[src/rc5_pkg.sv]
package rc5_pkg;
    localparam int W = 16;
    localparam logic [W-1:0] MAGIC_P = 16'hb7e1;
    localparam logic [W-1:0] MAGIC_Q = 16'h9e37;
    localparam logic OP_ENC = 1'b0;
    localparam logic OP_DEC = 1'b1;
    typedef logic [W-1:0] t_word;

    function automatic t_word rotl(input t_word x, input logic [3:0] n);
        logic [2*W-1:0] d;
        d = {x, x} << n;
        return d[2*W-1:W];
    endfunction

    function automatic t_word rotr(input t_word x, input logic [3:0] n);
        logic [2*W-1:0] d;
        d = {x, x} >> n;
        return d[W-1:0];
    endfunction
endpackage

[src/rc5_keysched.sv]
module rc5_keysched #(
    parameter int ROUNDS    = 8,
    parameter int KEY_BYTES = 8,
    parameter int TBL_LEN   = 2 * (ROUNDS + 1)
) (
    input  logic                     i_clk,
    input  logic                     i_rst_n,
    input  logic                     i_key_wr,
    input  logic [63:0]              i_key,
    output rc5_pkg::t_word           o_rk [TBL_LEN],
    output logic                     o_busy
);
    import rc5_pkg::*;
    localparam int KW_LEN  = (KEY_BYTES + 1) / 2;
    localparam int MIX_LEN = 3 * (TBL_LEN > KW_LEN ? TBL_LEN : KW_LEN);
    localparam int IW = $clog2(TBL_LEN + 1);
    localparam int JW = (KW_LEN > 1) ? $clog2(KW_LEN) : 1;
    localparam int KW = $clog2(MIX_LEN + 1);

    t_word r_s [TBL_LEN];
    t_word r_l [KW_LEN];
    t_word r_a, r_b;
    logic [IW-1:0] r_i;
    logic [JW-1:0] r_j;
    logic [KW-1:0] r_k;
    logic r_busy;
    t_word n_a, n_b, idx_s, idx_l;

    always_comb begin
        idx_s = r_s[r_i[IW-1:0]];
        idx_l = r_l[r_j];
        n_a = rotl(idx_s + r_a + r_b, 4'd3);
        n_b = rotl(idx_l + n_a + r_b, n_a[3:0] + r_b[3:0]);
    end

    always_ff @(posedge i_clk) begin
        if (!i_rst_n) begin
            r_busy <= 1'b0;
        end else if (i_key_wr) begin
            r_busy <= 1'b1;
            r_a <= '0;
            r_b <= '0;
            r_i <= '0;
            r_j <= '0;
            r_k <= '0;
            for (int t = 0; t < TBL_LEN; t++)
                r_s[t] <= MAGIC_P + t_word'(t) * MAGIC_Q;
            for (int t = 0; t < KW_LEN; t++)
                r_l[t] <= {(2*t+1 < KEY_BYTES) ? i_key[8*(2*t+1) +: 8] : 8'h00,
                           i_key[16*t +: 8]};
        end else if (r_busy) begin
            r_s[r_i] <= n_a;
            r_l[r_j] <= n_b;
            r_a <= n_a;
            r_b <= n_b;
            r_i <= (r_i == IW'(TBL_LEN - 1)) ? '0 : r_i + 1'b1;
            r_j <= (r_j == JW'(KW_LEN - 1)) ? '0 : r_j + 1'b1;
            r_k <= r_k + 1'b1;
            if (r_k == KW'(MIX_LEN - 1)) r_busy <= 1'b0;
        end
    end

    assign o_rk   = r_s;
    assign o_busy = r_busy;
endmodule

[src/rc5_round.sv]
module rc5_round (
    input  logic           i_clk,
    input  logic           i_en,
    input  logic           i_op,
    input  rc5_pkg::t_word i_a,
    input  rc5_pkg::t_word i_b,
    input  rc5_pkg::t_word i_ka,
    input  rc5_pkg::t_word i_kb,
    output logic           o_op,
    output rc5_pkg::t_word o_a,
    output rc5_pkg::t_word o_b
);
    import rc5_pkg::*;
    t_word n_a, n_b, ea, db;

    always_comb begin
        if (i_op == OP_ENC) begin
            ea  = rotl(i_a ^ i_b, i_b[3:0]) + i_ka;
            db  = '0;
            n_a = ea;
            n_b = rotl(i_b ^ ea, ea[3:0]) + i_kb;
        end else begin
            ea  = '0;
            db  = rotr(i_b - i_kb, i_a[3:0]) ^ i_a;
            n_b = db;
            n_a = rotr(i_a - i_ka, db[3:0]) ^ db;
        end
    end

    always_ff @(posedge i_clk) begin
        if (i_en) begin
            o_op <= i_op;
            o_a  <= n_a;
            o_b  <= n_b;
        end
    end
endmodule

[src/rc5_block_cipher_unit.sv]
// RC5-16/ROUNDS/KEY_BYTES ECB engine. Writing i_key_wr starts the key
// schedule sequencer; o_ready stays low while it runs. Data then flows
// through a pipeline of ROUNDS+2 register stages (input whitening, one
// stage per round, output whitening), accepting one block per cycle;
// back-pressure stalls the whole pipeline.
module rc5_block_cipher_unit #(
    parameter int ROUNDS    = 8,
    parameter int KEY_BYTES = 8
) (
    input  logic        i_clk,
    input  logic        i_rst_n,
    input  logic        i_key_wr,
    input  logic [63:0] i_key_value,
    input  logic        i_valid,
    output logic        o_ready,
    input  logic        i_op,
    input  logic [15:0] i_in_a,
    input  logic [15:0] i_in_b,
    output logic        o_valid,
    input  logic        i_ready,
    output logic [15:0] o_out_a,
    output logic [15:0] o_out_b
);
    import rc5_pkg::*;
    localparam int TBL_LEN = 2 * (ROUNDS + 1);
    localparam int NS = ROUNDS + 2;

    t_word rk [TBL_LEN];
    logic  busy;
    logic  adv;
    logic  r_v [NS];
    logic  s_op [ROUNDS+1];
    t_word s_a [ROUNDS+1];
    t_word s_b [ROUNDS+1];
    t_word r_fa, r_fb;

    rc5_keysched #(.ROUNDS(ROUNDS), .KEY_BYTES(KEY_BYTES), .TBL_LEN(TBL_LEN)) u_ks (
        .i_clk(i_clk), .i_rst_n(i_rst_n), .i_key_wr(i_key_wr),
        .i_key(i_key_value), .o_rk(rk), .o_busy(busy)
    );

    assign adv     = !r_v[NS-1] || i_ready;
    assign o_ready = adv && !busy;
    assign o_valid = r_v[NS-1];

    // stage 0: encrypt whitening; decrypt passes through
    always_ff @(posedge i_clk) begin
        if (adv) begin
            s_op[0] <= i_op;
            s_a[0]  <= (i_op == OP_ENC) ? i_in_a + rk[0] : i_in_a;
            s_b[0]  <= (i_op == OP_ENC) ? i_in_b + rk[1] : i_in_b;
        end
    end

    // encrypt uses rounds 1..R in order, decrypt R..1
    for (genvar g = 1; g <= ROUNDS; g++) begin : g_rnd
        t_word ka, kb;
        assign ka = (s_op[g-1] == OP_ENC) ? rk[2*g] : rk[2*(ROUNDS+1-g)];
        assign kb = (s_op[g-1] == OP_ENC) ? rk[2*g+1] : rk[2*(ROUNDS+1-g)+1];
        rc5_round u_r (
            .i_clk(i_clk), .i_en(adv), .i_op(s_op[g-1]),
            .i_a(s_a[g-1]), .i_b(s_b[g-1]), .i_ka(ka), .i_kb(kb),
            .o_op(s_op[g]), .o_a(s_a[g]), .o_b(s_b[g])
        );
    end

    always_ff @(posedge i_clk) begin
        if (adv) begin
            r_fa  <= (s_op[ROUNDS] == OP_DEC) ? s_a[ROUNDS] - rk[0] : s_a[ROUNDS];
            r_fb  <= (s_op[ROUNDS] == OP_DEC) ? s_b[ROUNDS] - rk[1] : s_b[ROUNDS];
        end
    end

    always_ff @(posedge i_clk) begin
        if (!i_rst_n) begin
            for (int t = 0; t < NS; t++) r_v[t] <= 1'b0;
        end else if (adv) begin
            r_v[0] <= i_valid && !busy;
            for (int t = 1; t < NS; t++) r_v[t] <= r_v[t-1];
        end
    end

    assign o_out_a = r_fa;
    assign o_out_b = r_fb;
endmodule
[config.mk]
export PLATFORM = sky130hd
export DESIGN_NAME = rc5_block_cipher_unit
export DESIGN_NICKNAME = d
export VERILOG_FILES = /design/src/rc5_pkg.sv /design/src/rc5_keysched.sv /design/src/rc5_round.sv /design/src/rc5_block_cipher_unit.sv
export SDC_FILE = /design/constraint.sdc
export NUM_CORES = 2
export LEC_CHECK = 0
export ABC_AREA = 0
export BUFFER_PORTS_ARGS = -buffer_cell sky130_fd_sc_hd__buf_4
export CAP_MARGIN = 20
export CORE_ASPECT_RATIO = 0.5
export CORE_UTILIZATION = 50
export CTS_CLUSTER_SIZE = 30
export DETAILED_ROUTE_END_ITERATION = 12
export GPL_TIMING_DRIVEN = 1
export PLACE_DENSITY = 0.66
export SYNTH_ARGS = -nofsm -noshare
export SYNTH_HDL_FRONTEND = slang
export SYNTH_SLANG_ARGS = --single-unit
[constraint.sdc]
create_clock -name i_clk -period 31.2 [get_ports i_clk]
set_input_delay 6.24 -clock i_clk [delete_from_list [all_inputs] [get_ports i_clk]]
set_output_delay 6.24 -clock i_clk [all_outputs]
set_load 0.03 [all_outputs]
Yosys cells after proc, flatten, opt, wreduce, memory -nomap -nowiden
Memories as Yosys holds them, arrays and structs flattened. A register that Yosys moved wholly into a read port is not among the register bits. Index checks and enable logic that the tools add are counted.

Register bits: 663. Bits in writable memories: 74. Input bits: 102. Output and inout bits: 34. Word-level logic and storage cells: 268. Memories kept: 2.

Add/sub/neg operators: 44. Order comparisons: 2. Equal/unequal tests: 3. Shift operators: 33. Muxes and demuxes: 79. Bitwise logic cells: 43. Reductions and logical operators: 9.

Memories: u_ks.r_l (depth 4, width 16, rd ports 1, clocked after Yosys merged registers in 1, wr ports 4, line rc5_keysched.sv:21) `t_word r_l [KW_LEN];`; r_v (depth 10, width 1, rd ports 10, clocked after Yosys merged registers in 0, wr ports 10, line rc5_block_cipher_unit.sv:31) `logic r_v [NS];`.

Operators with widths (number): 16-bit two-way mux (42); 32-bit by 4-bit << shifter with 32-bit output (17); 32-bit by 4-bit >> shifter with 16-bit output (16); 16-bit bitwise XOR (32); 16-bit adder (22); 288-bit bitwise mux (1); 288-bit two-way mux (1); 16-bit subtractor (18); 16-bit binary-select mux with 5-bit select (1); 16-bit demux with 5-bit select (1); 1-bit two-way mux (25); 16-bit OR reduction (1); 2-bit two-way mux (5); 5-bit two-way mux (2); 1-bit bitwise OR (10); 6-bit by 1-bit adder with 6-bit output, second input constant (1); 6-bit equality test, second input constant (1); 6-bit >= comparator, second input constant (1); 6-bit by 1-bit < comparator with 1-bit output, second input constant (1); 6-bit two-way mux (1); 5-bit NOT with 6-bit output (1); 5-bit by 1-bit adder with 5-bit output, second input constant (1); 5-bit equality test, second input constant (1); 4-bit adder (1); 7 further kinds (10).

Longest topological paths before layout
Depth in word-level cells: 10. Mapped depth: 42. Mapped depth without buffers: 38.

Hierarchy
Synthesis repeated with hierarchy kept, for this count alone.

Cells, all modules: 11902. Area total of the unflattened synthesis: 102216.8 sq um.

Modules (own cells, without submodules): rc5_round at g_rnd[1].u_r ... (times used 7, cells each 1074, area each 8546.9 sq um, sequential area each 991.0 sq um); rc5_keysched (times used 1, cells each 2259, area each 24139.4 sq um, sequential area each 11981.5 sq um); rc5_round at g_rnd[7].u_r (times used 1, cells each 1198, area each 9175.0 sq um, sequential area each 991.0 sq um); rc5_block_cipher_unit (times used 1, cells each 927, area each 9073.7 sq um, sequential area each 2242.2 sq um).

Least setup slack after synthesis
No wires, ideal clock.

Kind: input to register. Start point: input port i_ready. End point: memory r_v[1][0] (netlist: r_v[0][1]), data pin. Library setup time: 0.200 ns. Arrival time: 16.190 ns. Data required time: 31.000 ns. Slack: 14.810 ns. Cell stages on the path: 4. Path buffers: 1. Cell sequence: nor2b_1 -> inv_1 -> clkbuf_1 -> and3_1.

RTL lines: from (decl) (line rc5_block_cipher_unit.sv:20) `input logic i_ready,`; to (decl) (line rc5_block_cipher_unit.sv:31).

Worst setup path in the final report
Start point: input port i_ready. End point: output port o_ready.

Word-level cells in the longest chain between the ends: 2.

RTL lines: 1-bit logical OR (line rc5_block_cipher_unit.sv:42) `assign adv = !r_v[NS-1] || i_ready;`; 1-bit logical AND (line rc5_block_cipher_unit.sv:43) `assign o_ready = adv && !busy;`; to (decl) (line rc5_block_cipher_unit.sv:15) `output logic o_ready,`.

No other way between the ends.

==> results by group <==
Run status
  • Status: complete, no violations

STA
  • Relative slew slack: 14.2%
  • Max-slew violations: 0
  • Final Skew: roughly 0.031 ns
  • # setup viols final: 0
  • Hold_ws: 0.545 ns
  • RSZ-0062 raised after global routing: no
  • Post-route setup TNS: 0 ns
  • Post-route clock period utilization: a little over two fifths
  • Fmax: roughly 75 MHz
  • Worst-margin pin slew: approximately 1.3 ns
  • Crit path time final: around 13 ns
  • Hold Violations, Final: 0

Critical path
  • Critical R2R Launch: u_ks.r_i[0]
  • Setup crit end kind: output pin
  • Worst reg-to-reg setup slack: approximately 20 ns
  • CP dominant cell by count: buf_4
  • CP Cell Sequence: buf_4 -> nor2b_1 -> nor2_1 -> buf_4
  • Slowest stage cell, crit path: nor2b_1
  • Worst EP required: 24.96 ns
  • CP max stage delay: 0.42 ns
  • Cells on worst reg2reg path: 36
  • Setup Crit Path Kind: in -> out
  • CP Launch Type: input port
  • CP arrival: around 7 ns
  • Critical Path Fanout Max: 3
  • Reg-to-reg endpoint: u_ks.r_l[1][3]

Yosys
  • Average size of a mapped cell: 8.39 um2
  • Area leader, netlist: edfxtp_1
  • Top cells by count, synth: nor2_1 (1235), nand2_1 (945), mux2i_1 (938)
  • Primary FF master, synth: edfxtp_1
  • Syn Inst Count: about 12000
  • Synth top area share: about 22%
  • Syn_nets: between 10000 and 15000
  • Ys Warns: 0
  • Register area share after synthesis: about 22%
  • Post-synth EDFFs: between 700 and 800
  • Cell with the most instances after synthesis: nor2_1
  • Area contributors post-synth: edfxtp_1 (22%), mux2i_1 (9.4%), ha_1 (7.2%), mux4_2 (4.7%), nor2_1 (4.6%)
  • Async set-reset flop share out of synthesis: 0%
  • Synthesized cell area: ~100000 um2
  • Synth unique cells: between 100 and 150
  • Number of synthesized register bits: approximately 740

GRT
  • Met3 Use GR: 7.36%
  • Total Routing Usage GR: about 34%
  • Gr ovfl total: 0
  • Initial antenna violation count: 18
  • GRT met1 Usage: approximately half
  • Largest net degree at the start of global routing: around 170
  • Vias in the first global route: about 85000
  • First-pass GRT wire length: 536000 um
  • Met2 Track Usage GR: 50.5%
  • Grt peak-use layer: met2

Floorplan
  • Num rows: about 120
  • Die W: between 600 and 700 um
  • Die H: roughly 320 um
  • Initial Util: 50.7%
  • IO Pins: 136
  • Core area: a little under 200000 um2
  • Die area: 203000 um2

Worst hold path
  • Hold_sp: r_v[0][7]
  • Worst Hold Endpoint: r_v[0][8]
  • WHS Path Cells: 1
  • Hold WC Path Type: reg -> reg

Routing
  • Final WL: about 360000 um
  • First-pass detailed-route iteration total: 6
  • Vias: roughly 96000
  • Drt drc: 0
  • Wire per inst: approximately 25 um
  • Starting DRC count in detailed routing: 12600
  • Post-route ant nets: 0
  • Vias per cell: 6.68

Layout
  • Synth-to-Final Area Change: 5.55%
  • Fin nets: 12400
  • Post-layout util: between 50% and 60%
  • Share of cells above drive strength 1: 10.4%
  • Cell Count, Final, Fillers Out: 14300

CTS
  • Post-cts resize count: 0
  • CTS Sinks: around 740
  • Worst skew pair latency: approximately 0.70 ns
  • Hold Buf Count CTS: 0
  • Root Buffer: clkbuf_16
  • Clk slew on worst S/H paths: roughly 0.06 ns
  • Postcts setup bufs: 0
  • Inserted Clock Buffers: 80
  • CTS max path bufs: 3
  • CTS tree: yes
  • CTS H-tree depth: 3

Place
  • GPL Wtd Cong: 1.01
  • Cells after DPL: between 10000 and 15000
  • Post-DP HPWL: roughly 280000 um
  • PortBufs: between 100 and 150

Job
  • Max Cap Viol: 0
==> cells in the final DEF (no fill, tap or decap), types with 114 or more instances in the layout <==
cell | netlist | layout
nor2_1 | 1235 | 1234
nand2_1 | 945 | 945
mux2i_1 | 938 | 938
a21oi_1 | 835 | 835
edfxtp_1 | 736 | 736
o21ai_0 | 728 | 728
inv_1 | 613 | 612
ha_1 | 580 | 580
xnor2_1 | 483 | 470
mux2_2 | 387 | 387
xor2_1 | 366 | 363
buf_4 | 10 | 299
nand3_1 | 276 | 276
nor3_1 | 238 | 238
mux4_2 | 208 | 208
a211o_1 | 184 | 184
a21o_1 | 156 | 156
o211ai_1 | 130 | 130
a211oi_1 | 129 | 128
nor2b_1 | 125 | 125
and3_1 | 121 | 121
a31oi_1 | 115 | 115
or3_1 | 114 | 114
==> per-stage QoR <==
step | area, um2 | worst slack, ns
after global routing | 106000 | 17.88
after global placement | 103000 | 17.94
after floorplan | 100000 | 14.81
after CTS | 106000 | 17.94
final | 106000 | 17.93
after detailed placement | 103000 | 17.94
==> registers in the layout (all words and copies together) (netlist names), 16 cells and up, named ones only <==
register	flops
o_out_a	16
u_ks.r_l	64
o_out_b	16
u_ks.o_rk	288
g_rnd.u_r.o_a	128
s_b	16
u_ks.r_a	16
g_rnd.u_r.o_b	128
s_a	16
u_ks.r_b	16
==> logic make-up after synthesis <==
kind of cell / count (synthesis) / synth area share (%)
buffers and inverters: 1381 / 5.31
flip-flops: 739 / 22.1
AO/OA/AOI/OAI: 3220 / 21.2
multiplexers: 1536 / 18.4
adder cells (fa/ha/maj): 647 / 8.57
AND/OR/NAND/NOR: 3565 / 16.4
XOR/XNOR: 874 / 7.97
==> worst max-delay path by stage <==
stage                        from   endpoint  cells after the start
after floorplan           i_ready  r_v[0][1]                      4
after CTS                 i_ready    o_ready                      4
after global placement    i_ready    o_ready                      4
after global routing      i_ready    o_ready                      4
final                     i_ready    o_ready                      4
after detailed placement  i_ready    o_ready                      4
==> layout make-up <==
type                            instances  area, um2
Fill cell                           18400      92000
Multi-Input combinational cell       9842      73100
Sequential cell                       739      22200
Tap cell                             2632       3290
Inverter                              643       2430
Timing Repair Buffer                  306       2380
Clock buffer                           98       2160
Clock inverter                         47        447
Antenna cell                            7       17.5
==> per-layer routing <==
metal	wire (um)	vias to the layer above
li1	-	43700
met1	156000	45900
met2	152000	5265
met3	43500	679
met4	13200	20
met5	161	-
==> critical path, delay by kind of cell <==
family,cells,cell delay (ns)
buffers and inverters,2,0.29
AND/OR/NAND/NOR,2,0.50
Power is not shown: default switching activity piles up to over one toggle a cycle in this logic, so the estimate is an artifact.
